`config.mk`:
```
export PLATFORM = sky130hd
export DESIGN_NAME = ipv6_header_ext_walker
export DESIGN_NICKNAME = d
export VERILOG_FILES = /design/src/rtl/core/i6w_pkg.sv /design/src/rtl/core/i6w_hdr_capture.sv /design/src/rtl/core/i6w_ext_walker.sv /design/src/rtl/core/i6w_out_skid.sv /design/src/rtl/core/ipv6_header_ext_walker.sv
export SDC_FILE = /design/constraint.sdc
export NUM_CORES = 2
export LEC_CHECK = 0
export BUFFER_PORTS_ARGS = -buffer_cell sky130_fd_sc_hd__buf_2
export CORE_MARGIN = 4
export CORE_UTILIZATION = 60
export CTS_BUF_LIST = sky130_fd_sc_hd__clkbuf_8
export DETAILED_ROUTE_END_ITERATION = 16
export HOLD_SLACK_MARGIN = 0.02
export PLACE_DENSITY = 0.8
export RECOVER_POWER = 100
export SYNTH_ARGS = -nofsm -noshare
export SYNTH_HDL_FRONTEND = slang
export SYNTH_SLANG_ARGS = --single-unit
```
`constraint.sdc`:
```
create_clock -name clk -period 63.1 [get_ports clk]
set_input_delay 6.31 -clock clk [delete_from_list [all_inputs] [get_ports clk]]
set_output_delay 6.31 -clock clk [all_outputs]
set_load 0.005 [all_outputs]
```
`src/rtl/core/i6w_pkg.sv`:
```
// shared constants, types and helpers of the ipv6 extension header walker
package i6w_pkg;

  localparam logic [4:0]  MAX_EXT_HEADERS = 5'd16;
  localparam logic [15:0] FIXED_LEN       = 16'd40;
  localparam logic [3:0]  IP_VERSION      = 4'd6;

  localparam logic [7:0] PROTO_HOP      = 8'd0;
  localparam logic [7:0] PROTO_ROUTING  = 8'd43;
  localparam logic [7:0] PROTO_FRAGMENT = 8'd44;
  localparam logic [7:0] PROTO_DSTOPTS  = 8'd60;

  localparam logic [1:0] STATUS_OK          = 2'd0;
  localparam logic [1:0] STATUS_SHORT       = 2'd1;
  localparam logic [1:0] STATUS_BAD_VERSION = 2'd2;

  localparam int OUT_DATA_W = 336;

  // fixed header fields as they stand after the current byte
  typedef struct packed {
    logic        bad_version;
    logic [15:0] pay_len;
    logic [7:0]  nxt_hdr;
    logic [7:0]  hop_lim;
    logic [63:0] src_hi;
    logic [63:0] src_lo;
    logic [63:0] dst_hi;
    logic [63:0] dst_lo;
  } i6w_fixed_t;

  // walk state as it stands after the current byte
  typedef struct packed {
    logic        in_body;
    logic [15:0] header_end;
    logic [7:0]  proto;
    logic [15:0] walked;
    logic        fragmented;
  } i6w_walk_t;

  typedef struct packed {
    logic [1:0]  status;
    logic [15:0] pay_len;
    logic [7:0]  first_nxt_hdr;
    logic [7:0]  hop_lim;
    logic [7:0]  upper_proto;
    logic [15:0] ext_bytes;
    logic [15:0] consumed_bytes;
    logic        fragmented;
    logic [63:0] source_high;
    logic [63:0] source_low;
    logic [63:0] dest_high;
    logic [63:0] dest_low;
  } i6w_summary_t;

  function automatic logic walkable(input logic [7:0] p);
    return (p == PROTO_HOP) || (p == PROTO_ROUTING) ||
           (p == PROTO_DSTOPTS) || (p == PROTO_FRAGMENT);
  endfunction

endpackage

```
`src/rtl/core/i6w_hdr_capture.sv`:
```
// byte offset counter and capture of the fixed 40-byte ipv6 header
module i6w_hdr_capture (
  input  logic               clk,
  input  logic               rst_n,
  input  logic               take,
  input  logic [7:0]         in_byte,
  input  logic               in_last,
  output logic [15:0]        offset,
  output i6w_pkg::i6w_fixed_t fixed_o
);

  logic [15:0] offset_r, offset_nxt;
  logic        bad_r, bad_nxt;
  logic [31:0] fields_r, fields_nxt;
  logic [63:0] addr_r [4];
  logic [63:0] addr_nxt [4];
  logic [1:0]  word_idx;

  assign word_idx = 2'(offset_r[4:3] - 2'd1);

  always_comb begin
    bad_nxt    = bad_r;
    fields_nxt = fields_r;
    addr_nxt   = addr_r;
    if (offset_r == 16'd0) begin
      bad_nxt = (in_byte[7:4] != i6w_pkg::IP_VERSION);
    end
    if (offset_r >= 16'd4 && offset_r <= 16'd7) begin
      case (offset_r[1:0])
        2'd0:    fields_nxt[31:24] = in_byte;
        2'd1:    fields_nxt[23:16] = in_byte;
        2'd2:    fields_nxt[15:8]  = in_byte;
        default: fields_nxt[7:0]   = in_byte;
      endcase
    end
    if (offset_r >= 16'd8 && offset_r < i6w_pkg::FIXED_LEN) begin
      addr_nxt[word_idx] = {addr_r[word_idx][55:0], in_byte};
    end
  end

  // offset saturates so oversized packets still end cleanly
  always_comb begin
    offset_nxt = offset_r;
    if (take) begin
      if (in_last) begin
        offset_nxt = '0;
      end else if (offset_r != 16'hFFFF) begin
        offset_nxt = offset_r + 16'd1;
      end
    end
  end

  always_ff @(posedge clk) begin
    if (!rst_n) begin
      offset_r <= '0;
    end else begin
      offset_r <= offset_nxt;
    end
  end

  // every field is rewritten before a packet can report it
  always_ff @(posedge clk) begin
    if (take) begin
      bad_r    <= bad_nxt;
      fields_r <= fields_nxt;
      addr_r   <= addr_nxt;
    end
  end

  assign offset              = offset_r;
  assign fixed_o.bad_version = bad_nxt;
  assign fixed_o.pay_len     = fields_nxt[31:16];
  assign fixed_o.nxt_hdr     = fields_nxt[15:8];
  assign fixed_o.hop_lim     = fields_nxt[7:0];
  assign fixed_o.src_hi      = addr_nxt[0];
  assign fixed_o.src_lo      = addr_nxt[1];
  assign fixed_o.dst_hi      = addr_nxt[2];
  assign fixed_o.dst_lo      = addr_nxt[3];

endmodule

```
`src/rtl/core/i6w_ext_walker.sv`:
```
// extension header walk: tracks header boundaries and the protocol chain
module i6w_ext_walker (
  input  logic               clk,
  input  logic               rst_n,
  input  logic               take,
  input  logic [7:0]         in_byte,
  input  logic               in_last,
  input  logic [15:0]        offset,
  input  logic [7:0]         first_nh,
  output i6w_pkg::i6w_walk_t walk_o
);

  typedef enum logic [1:0] {PH_FIXED, PH_START, PH_INSIDE, PH_DONE} phase_t;

  phase_t      phase_r, phase_nxt;
  logic [15:0] hend_r, hend_nxt;
  logic [7:0]  cur_r, cur_nxt;
  logic [7:0]  pend_r, pend_nxt;
  logic [15:0] walked_r, walked_nxt;
  logic [4:0]  count_r, count_nxt;
  logic        frag_r, frag_nxt;
  logic [11:0] hlen;
  logic [16:0] offset_ext;
  logic [16:0] hend_ext;

  function automatic phase_t pick_phase(input logic [7:0] p, input logic [4:0] cnt);
    if (i6w_pkg::walkable(p) && cnt < i6w_pkg::MAX_EXT_HEADERS) begin
      return PH_START;
    end
    return PH_DONE;
  endfunction

  assign offset_ext = {1'b0, offset};
  assign hend_ext   = {1'b0, hend_r};
  // fragment headers are fixed size, the others carry (len+1)*8
  assign hlen = (cur_r == i6w_pkg::PROTO_FRAGMENT) ? 12'd8
                                                   : {({1'b0, in_byte} + 9'd1), 3'b000};

  always_comb begin
    phase_nxt  = phase_r;
    hend_nxt   = hend_r;
    cur_nxt    = cur_r;
    pend_nxt   = pend_r;
    walked_nxt = walked_r;
    count_nxt  = count_r;
    frag_nxt   = frag_r;
    case (phase_r)
      PH_FIXED: begin
        if (offset == i6w_pkg::FIXED_LEN - 16'd1) begin
          cur_nxt   = first_nh;
          hend_nxt  = i6w_pkg::FIXED_LEN;
          phase_nxt = pick_phase(first_nh, count_r);
        end
      end
      PH_START: begin
        if (offset == hend_r) begin
          pend_nxt = in_byte;
        end else if (offset_ext == hend_ext + 17'd1) begin
          if (cur_r == i6w_pkg::PROTO_FRAGMENT) begin
            frag_nxt = 1'b1;
          end
          hend_nxt  = hend_r + {4'b0, hlen};
          phase_nxt = PH_INSIDE;
        end
      end
      PH_INSIDE: begin
        if (offset_ext + 17'd1 == hend_ext) begin
          walked_nxt = hend_r - i6w_pkg::FIXED_LEN;
          cur_nxt    = pend_r;
          count_nxt  = count_r + 5'd1;
          phase_nxt  = pick_phase(pend_r, count_r + 5'd1);
        end
      end
      default: ;
    endcase
  end

  always_ff @(posedge clk) begin
    if (!rst_n || (take && in_last)) begin
      phase_r  <= PH_FIXED;
      hend_r   <= i6w_pkg::FIXED_LEN;
      cur_r    <= '0;
      pend_r   <= '0;
      walked_r <= '0;
      count_r  <= '0;
      frag_r   <= 1'b0;
    end else if (take) begin
      phase_r  <= phase_nxt;
      hend_r   <= hend_nxt;
      cur_r    <= cur_nxt;
      pend_r   <= pend_nxt;
      walked_r <= walked_nxt;
      count_r  <= count_nxt;
      frag_r   <= frag_nxt;
    end
  end

  assign walk_o.in_body    = (phase_nxt == PH_INSIDE);
  assign walk_o.header_end = hend_nxt;
  assign walk_o.proto      = cur_nxt;
  assign walk_o.walked     = walked_nxt;
  assign walk_o.fragmented = frag_nxt;

endmodule

```
`src/rtl/core/i6w_out_skid.sv`:
```
// result register with a skid stage so input keeps flowing under a stall
module i6w_out_skid (
  input  logic                  clk,
  input  logic                  rst_n,
  input  logic                  res_valid,
  input  i6w_pkg::i6w_summary_t res,
  output logic                  in_ready,
  output logic                  out_valid,
  input  logic                  out_ready,
  output i6w_pkg::i6w_summary_t out_data
);

  logic                  out_v_r;
  logic                  skid_v_r;
  i6w_pkg::i6w_summary_t out_r;
  i6w_pkg::i6w_summary_t skid_r;
  logic                  out_free;

  assign out_free = !out_v_r || out_ready;

  always_ff @(posedge clk) begin
    if (!rst_n) begin
      out_v_r  <= 1'b0;
      skid_v_r <= 1'b0;
    end else if (out_free) begin
      // skid drains first; no new result can arrive while it is full
      out_v_r  <= skid_v_r || res_valid;
      skid_v_r <= 1'b0;
    end else if (res_valid) begin
      skid_v_r <= 1'b1;
    end
  end

  always_ff @(posedge clk) begin
    if (out_free) begin
      out_r <= skid_v_r ? skid_r : res;
    end else if (res_valid) begin
      skid_r <= res;
    end
  end

  assign in_ready  = !skid_v_r;
  assign out_valid = out_v_r;
  assign out_data  = out_r;

endmodule

```
`src/rtl/core/ipv6_header_ext_walker.sv`:
```
// top level: ipv6 fixed header capture and extension header walk
//
// in_* carries one packet byte per transfer in wire order, in_tlast on the
// final byte. out_* carries one summary per packet: status in out_tuser,
// header fields, transport protocol, walked extension bytes, consumed
// offset, fragment flag and both addresses in out_tdata.
// The capture and walk logic take each byte as it transfers; the summary
// is registered in the output register, or parks in the skid register
// while the receiver stalls. Throughput is one byte per cycle with no gap
// between packets, while in_tready is high.
// Reset clears the byte counter, the walk state and both output stages;
// the block is ready for a packet on the first cycle after reset.
// When the receiver stalls, the waiting summary holds in the output
// register and bytes keep flowing; a second finished summary parks in a
// skid register, and in_tready drops only while that skid register is full.
module ipv6_header_ext_walker (
  input  logic                              clk,
  input  logic                              rst_n,
  input  logic                              in_tvalid,
  output logic                              in_tready,
  input  logic [7:0]                        in_tdata,   // packet_byte
  input  logic                              in_tlast,   // last_byte
  output logic                              out_tvalid,
  input  logic                              out_tready,
  // pay_len, first_nxt_hdr, hop_lim, upper_proto, ext_bytes,
  // consumed_bytes, fragmented, source_high, source_low, dest_high,
  // dest_low, zero fill
  output logic [i6w_pkg::OUT_DATA_W-1:0]    out_tdata,
  output logic [1:0]                        out_tuser   // status
);

  logic                  take;
  logic [15:0]           offset;
  i6w_pkg::i6w_fixed_t   fixed_s;
  i6w_pkg::i6w_walk_t    walk_s;
  i6w_pkg::i6w_summary_t res;
  i6w_pkg::i6w_summary_t out_s;
  logic [15:0]           consumed;

  assign take = in_tvalid && in_tready;

  i6w_hdr_capture u_capture (
    .clk     (clk),
    .rst_n   (rst_n),
    .take    (take),
    .in_byte (in_tdata),
    .in_last (in_tlast),
    .offset  (offset),
    .fixed_o (fixed_s)
  );

  i6w_ext_walker u_walker (
    .clk      (clk),
    .rst_n    (rst_n),
    .take     (take),
    .in_byte  (in_tdata),
    .in_last  (in_tlast),
    .offset   (offset),
    .first_nh (fixed_s.nxt_hdr),
    .walk_o   (walk_s)
  );

  // truncated inside a header reports the packet length, saturated
  assign consumed = !walk_s.in_body     ? walk_s.header_end :
                    (offset == 16'hFFFF) ? 16'hFFFF : offset + 16'd1;

  always_comb begin
    res = '0;
    if (offset < i6w_pkg::FIXED_LEN - 16'd1) begin
      res.status = i6w_pkg::STATUS_SHORT;
    end else if (fixed_s.bad_version) begin
      res.status = i6w_pkg::STATUS_BAD_VERSION;
    end else begin
      res.status         = i6w_pkg::STATUS_OK;
      res.pay_len        = fixed_s.pay_len;
      res.first_nxt_hdr  = fixed_s.nxt_hdr;
      res.hop_lim        = fixed_s.hop_lim;
      res.upper_proto    = walk_s.proto;
      res.ext_bytes      = walk_s.walked;
      res.consumed_bytes = consumed;
      res.fragmented     = walk_s.fragmented;
      res.source_high    = fixed_s.src_hi;
      res.source_low     = fixed_s.src_lo;
      res.dest_high      = fixed_s.dst_hi;
      res.dest_low       = fixed_s.dst_lo;
    end
  end

  i6w_out_skid u_out (
    .clk       (clk),
    .rst_n     (rst_n),
    .res_valid (take && in_tlast),
    .res       (res),
    .in_ready  (in_tready),
    .out_valid (out_tvalid),
    .out_ready (out_tready),
    .out_data  (out_s)
  );

  assign out_tuser = out_s.status;
  assign out_tdata = {7'b0, out_s.dest_low, out_s.dest_high, out_s.source_low,
                      out_s.source_high, out_s.fragmented, out_s.consumed_bytes,
                      out_s.ext_bytes, out_s.upper_proto, out_s.hop_lim,
                      out_s.first_nxt_hdr, out_s.pay_len};

  // input stalls only while both output stages hold a summary
  a_stall_needs_full: assert property (@(posedge clk) disable iff (!rst_n)
    !in_tready |-> out_tvalid)
    else $error("input stalled with empty output register");

  a_last_gives_result: assert property (@(posedge clk) disable iff (!rst_n)
    in_tvalid && in_tready && in_tlast |=> out_tvalid)
    else $error("no summary after last byte transfer");

  a_error_zero_fields: assert property (@(posedge clk) disable iff (!rst_n)
    out_tvalid && (out_tuser != i6w_pkg::STATUS_OK) |-> (out_tdata == '0))
    else $error("error summary carries nonzero fields");

endmodule
```
Word-level counts from Yosys, hierarchy flattened
Index checks and enable logic that the tools add are counted.
Widths: inputs -> output; s select.
{ "totals": {"output_inout_bits": 340, "word_cells": 161, "ff_bits": 1025, "inputBits": 13} }
{ "op_classes": {"n_reduce_logical": 31, "mux": 51, "order_cmp": 9, "n_eq_ne": 19, "bitwise_logic": 3, "addsub": 8} }
{ "op_table": {"columns": ["operator", "n"], "rows": [
  ["$mux 329", 2],
  ["$mux 331", 1],
  ["$bwmux 256", 1],
  ["$mux 256", 1],
  ["$mux 16", 9],
  ["$bmux 64 s2", 1],
  ["$demux 64 s2", 1],
  ["$mux 56", 2],
  ["$mux 64", 1],
  ["$eq 8x6->1 const B", 7],
  ["$mux 8", 6],
  ["$add 16x1->17 const B", 2],
  ["$lt 16x6->1 const B", 2],
  ["$mux 32", 1],
  ["$pmux 16 s2", 1],
  ["$mux 2", 10],
  ["$eq 16x17->1", 1],
  ["$eq 17x16->1", 1],
  ["$add 16x1->16 const B", 1],
  ["$add 16x12->16", 1],
  ["$eq 16x16->1", 1],
  ["$eq 16x16->1 const B", 1],
  ["$eq 16x6->1 const B", 1],
  ["$ge 16x3->1 const B", 1],
  ["30 further kinds", 65]
]} }

Logic depth before layout (Yosys ltp)
{ "depth": {"depth_word": 20, "mapped_depth": 16} }

Modules after synthesis
Synthesis repeated with hierarchy kept, for this count alone.
{ "unflattened": {"hier_cells": 2960, "hier_area_um2": 46708.5} }
{ "modules_own_cells": {"columns": ["mod", "cells_per_inst", "area_per_inst_um2", "seq_area_each_um2", "instances"], "rows": [
  ["i6w_out_skid", 1039, 24061.8, 19919.1, 1],
  ["i6w_hdr_capture", 813, 14716.6, 8998.6, 1],
  ["i6w_ext_walker", 659, 4986.0, 1121.1, 1],
  ["ipv6_header_ext_walker", 449, 2944.1, 0.0, 1]
]} }

Worst setup path after synthesis
OpenSTA, ideal clock, no wires.
{ "synth_timing": {"kind": "input -> register", "start": "input port out_tready", "end": "register u_out.skid_r[0] (netlist name), enable pin", "setup_slack_ps": 11129, "required_ps": 58273, "stages": 2, "t_arrival_ps": 47144, "n_path_buf": 0, "cell_sequence": "nand2b_1 > nor2_1"} }
{ "synth_via": {"elab_chain_cells": 3} }
{ "synth_rtl": {"columns": ["element", "line_no", "rtl"], "rows": [
  ["from (decl)", "ipv6_header_ext_walker.sv:24", "input logic out_tready,"],
  ["$logic_or 1x1->1", "i6w_out_skid.sv:19", "assign out_free = !out_v_r || out_ready;"],
  ["$not 1->1 (no source line)", null, null],
  ["$reduce_and 2->1 (no source line)", null, null],
  ["to (signal assigned)", "i6w_out_skid.sv:38", "skid_r <= res;"],
  ["to (decl)", "i6w_out_skid.sv:16", "i6w_pkg::i6w_summary_t skid_r;"]
]} }
No other way between the ends.
A chain may end at the register's enable or synchronous reset.

Worst setup path in the final report
{ "layout_timing": {"start": "input port in_tdata[4]", "end": "register u_out.out_r, in the netlist u_out.out_data[107], data pin"} }
{ "layout_via": {"elab_chain_cells": 5} }
{ "layout_rtl": {"columns": ["element", "line_no", "rtl"], "rows": [
  ["from (decl)", "ipv6_header_ext_walker.sv:21", "input logic [7:0] in_tdata,"],
  ["$ne 4x3->1", "i6w_hdr_capture.sv:26", "bad_nxt = (in_byte[7:4] != i6w_pkg::IP_VERSION);"],
  ["$mux 1", "i6w_hdr_capture.sv:25", "if (offset_r == 16'd0) begin"],
  ["$mux 329", "ipv6_header_ext_walker.sv:71", "end else if (fixed_s.bad_version) begin"],
  ["$mux 329", "ipv6_header_ext_walker.sv:69", "if (offset < i6w_pkg::FIXED_LEN - 16'd1) begin"],
  ["$mux 331", "i6w_out_skid.sv:36", "out_r <= skid_v_r ? skid_r : res;"],
  ["to (signal assigned)", "i6w_out_skid.sv:36", null],
  ["to (decl)", "i6w_out_skid.sv:15", "i6w_pkg::i6w_summary_t out_r;"]
]} }
No other way between the ends.

==> impl_metrics.tcl <==
set metrics [dict create \
    status "finished with violations" \
    violations "capacitance limit, slew limit" \
    drive_gt1_share_pct 11.0 \
    insertion_delay_ps 810 \
    clk_pin_slew_ps 60 \
    grt.total_usage_pct 27.0 \
    syn_inst 3637 \
    fin_crit_ps 26780 \
    seq_area_frac_synth_pct 65.2 \
    fmax_mhz 37.3 \
    clock_sinks 1025 \
    holdPathStages 2 \
    required_ps 63300 \
    place.port_buffers 345 \
    core.rowCount 101 \
    critical_path.endpoint_type "register" \
    drt_wl_total_microns 112000 \
    cp.arrival_ps 26980 \
    min_delay_worst_endpoint "u_walker.walked_r[10]" \
    path_class "input port to register" \
    r2r-end "u_out.out_data[107]" \
    cts_resized 0 \
    cp_top_family "buffers and inverters" \
    area_growth_pct 10.4 \
    drt.antenna.violating_nets 0 \
    grt_setup_unrepaired "false" \
    p_leak_nw 16.9 \
    vias 29900 \
    yosysWarnings 0 \
    drc_errors 0 \
    antenna_found_initial 1 \
    ff2ff_path_depth 8 \
    syn_area_sq_um 46100 \
    avgViaCountPerCell 5.90 \
    crit_path_max_incr_delay_ps 7530 \
    dieArea_sq_um 81300 \
    drv_cap 18 \
    path_cells "clkbuf_1 -> nor2_1 -> nand3_1 -> mux2i_1 -> nand2_1 -> clkbuf_1 -> clkbuf_1 -> clkbuf_1 -> o31ai_1" \
    root_buffer "clkbuf_8" \
    worstHoldPathType "register to register" \
    r2r_setup_slack_ps 40080 \
    syn_avg_cell_area_sq_um 12.7 \
    crit_buf_inv 4 \
    clock_path_buffers 3 \
    min_from "u_walker.walked_r[10]" \
    finalSetupTns_ps 0 \
    initial_core_util_pct 60.5 \
    postSynthRegisterBits 1025 \
    fin_nets 3958 \
    core_sq_um 76100 \
    hold_viol_final 0 \
    die_y_microns 285 \
    ys_types 80 \
    fp.dieW_microns 285 \
    report.final.slew_viol_count 1781 \
    hold_buffers 0 \
    reg2reg_from "u_capture.offset[3]" \
    grt_pass1_wl_microns 171000 \
    fin_crit_sh_pct 42.4 \
    nFillCells 5543 \
    crit_path_frequent_cell "clkbuf_1" \
    synth-main-ff-cell "edfxtp_1" \
    total_power_mw 1.32 \
    tightest_slew_ps 10420 \
    power.density_nw_per_um2 25.9 \
    routedWlPerCell_microns 22.0 \
    fin_worst_skew_ps 49.2 \
    postCtsSetupBuffers 0 \
    synth_edf_count 951 \
    worst_setup_path_start_kind "input port" \
    io_pins 353 \
    ir_worst_vdd_uv 17.2 \
    grt.overflow.total 0 \
    final_common_cell "edfxtp_1" \
    crit_fanout 240 \
    drt_iter0_drc 3390 \
    numCtsBuffers 160 \
    synthArstFlopShare_pct 0 \
    dr.pass1.iters 6 \
    cts_tree "built" \
    finalSetupViolations 0 \
    gp_congestion 0.912 \
    grt_start_max_net_pins 241 \
    place_hpwl_microns 69400 \
    layout_common_cells "edfxtp_1, nand2_1, nor2_1, inv_1, mux2i_1" \
    grt_pass1_vias 28700 \
    slew_headroom_pct -595 \
    h-tree-depth 4 \
    slowest_stage "clkbuf_1" \
]
how the worst max path moves through the flow:
stage / endpoint / start / slack (ps) / cells past startpoint
finish: u_out.out_data[107] / in_tdata[4] / 36320 / 9
global route: u_out.out_data[226] / in_tdata[4] / 34390 / 9
CTS: u_out.out_data[107] / in_tdata[4] / 53410 / 9
detailed placement: u_out.out_data[36] / in_tdata[4] / 52540 / 9
global placement: u_out.out_data[223] / in_tdata[4] / 52630 / 9
floorplan: u_out.skid_r[0] / out_tready / 11130 / 2
metrics by stage:
step / setup slack [ps] / instances / instance area (sq um) / hold WS, ps / utilization [%]
after floorplan: 11130 / 3643 / 46100 / 432 / -
after global placement: 52630 / 4787 / 48400 / 437 / 63.6
after detailed placement: 52540 / 4787 / 48400 / 443 / 63.6
after CTS: 53410 / 5073 / 51300 / 451 / 67.4
after global routing: 34390 / 5074 / 50900 / 465 / 66.9
final: 36320 / 5074 / 50900 / 447 / 66.9
Yosys cell counts (all sizes together) (6+ instances only):
cell	n	area share (%)
a2111oi	6	0.12
a21oi	68	0.75
a31oi	6	0.082
and2	25	0.34
and3	12	0.16
buf	68	0.74
clkbuf	189	1.5
dfxtp	74	3.2
edfxtp	951	62
ha	25	0.68
inv	292	2.4
mux2	38	0.93
mux2i	311	6.8
mux4	56	2.7
nand2	416	3.4
nand2b	12	0.16
nand3	38	0.41
nand4	19	0.34
nor2	410	3.4
nor2b	30	0.41
nor3	32	0.35
nor4	20	0.38
o21ai	72	0.78
o31ai	294	4.8
or2	7	0.095
or3	11	0.15
xnor2	44	0.84
xor2	29	0.55
area by class of cell:
type,instances,area (sq um),share of cell area [%]
timing repair buffer,371,1590,3.13
sequential,1025,30000,59.1
tap,1030,1290,2.53
clock buffer,163,2240,4.41
inverter,293,1100,2.16
multi-input combinational,2068,13900,27.3
clock inverter,123,696,1.37
antenna,1,2.50,0.00492
cells by family (layout without fill, tap and decap cells):
logic type | count (synthesis) | after routing | synth area share [%]
compound gates | 502 | 502 | 7.54
xor+xnor | 74 | 74 | 1.44
fa+ha+maj | 26 | 26 | 0.723
buf+inv | 550 | 950 | 4.67
flops | 1025 | 1025 | 65.2
mux | 405 | 405 | 10.4
other cells | 1 | 8 | 0.00814
simple gates | 1054 | 1054 | 9.98
state kept, by name (all words and copies together), names as in the netlist, 2 cells and up:
register,count
u_capture.addr_r,256
u_capture.fields_r,32
u_capture.offset,16
u_out.out_data,331
u_out.skid_r,331
u_walker.count_r,5
u_walker.cur_r,8
u_walker.hend_r,16
u_walker.pend_r,8
u_walker.phase_r,2
u_walker.walked_r,16
tightest hold or removal path, cell delays in order, from the launching register on:
cell and delay (ps):
dfxtp_1 310, nand2_1 50, a21oi_1 50
metal layers:
| layer | up-vias | wire length (microns) | GRT usage [%] |
|---|---|---|---|
| li1 | 13700 | - | - |
| met1 | 14600 | 47300 | 39.0 |
| met2 | 1398 | 51900 | 42.1 |
| met3 | 207 | 8630 | 4.43 |
| met4 | 0 | 3700 | 9.91 |
| met5 | - | 0 | 0 |
power by group:
group          switching, mW  total, mW  internal (mW)  leakage, nW
logic                 0.0257     0.0366         0.0109         5.79
clock network          0.261      0.520          0.259         1.69
registers            0.00696      0.761          0.754         9.42
total                  0.293       1.32           1.02         16.9
(Power assumes the default switching activity.)
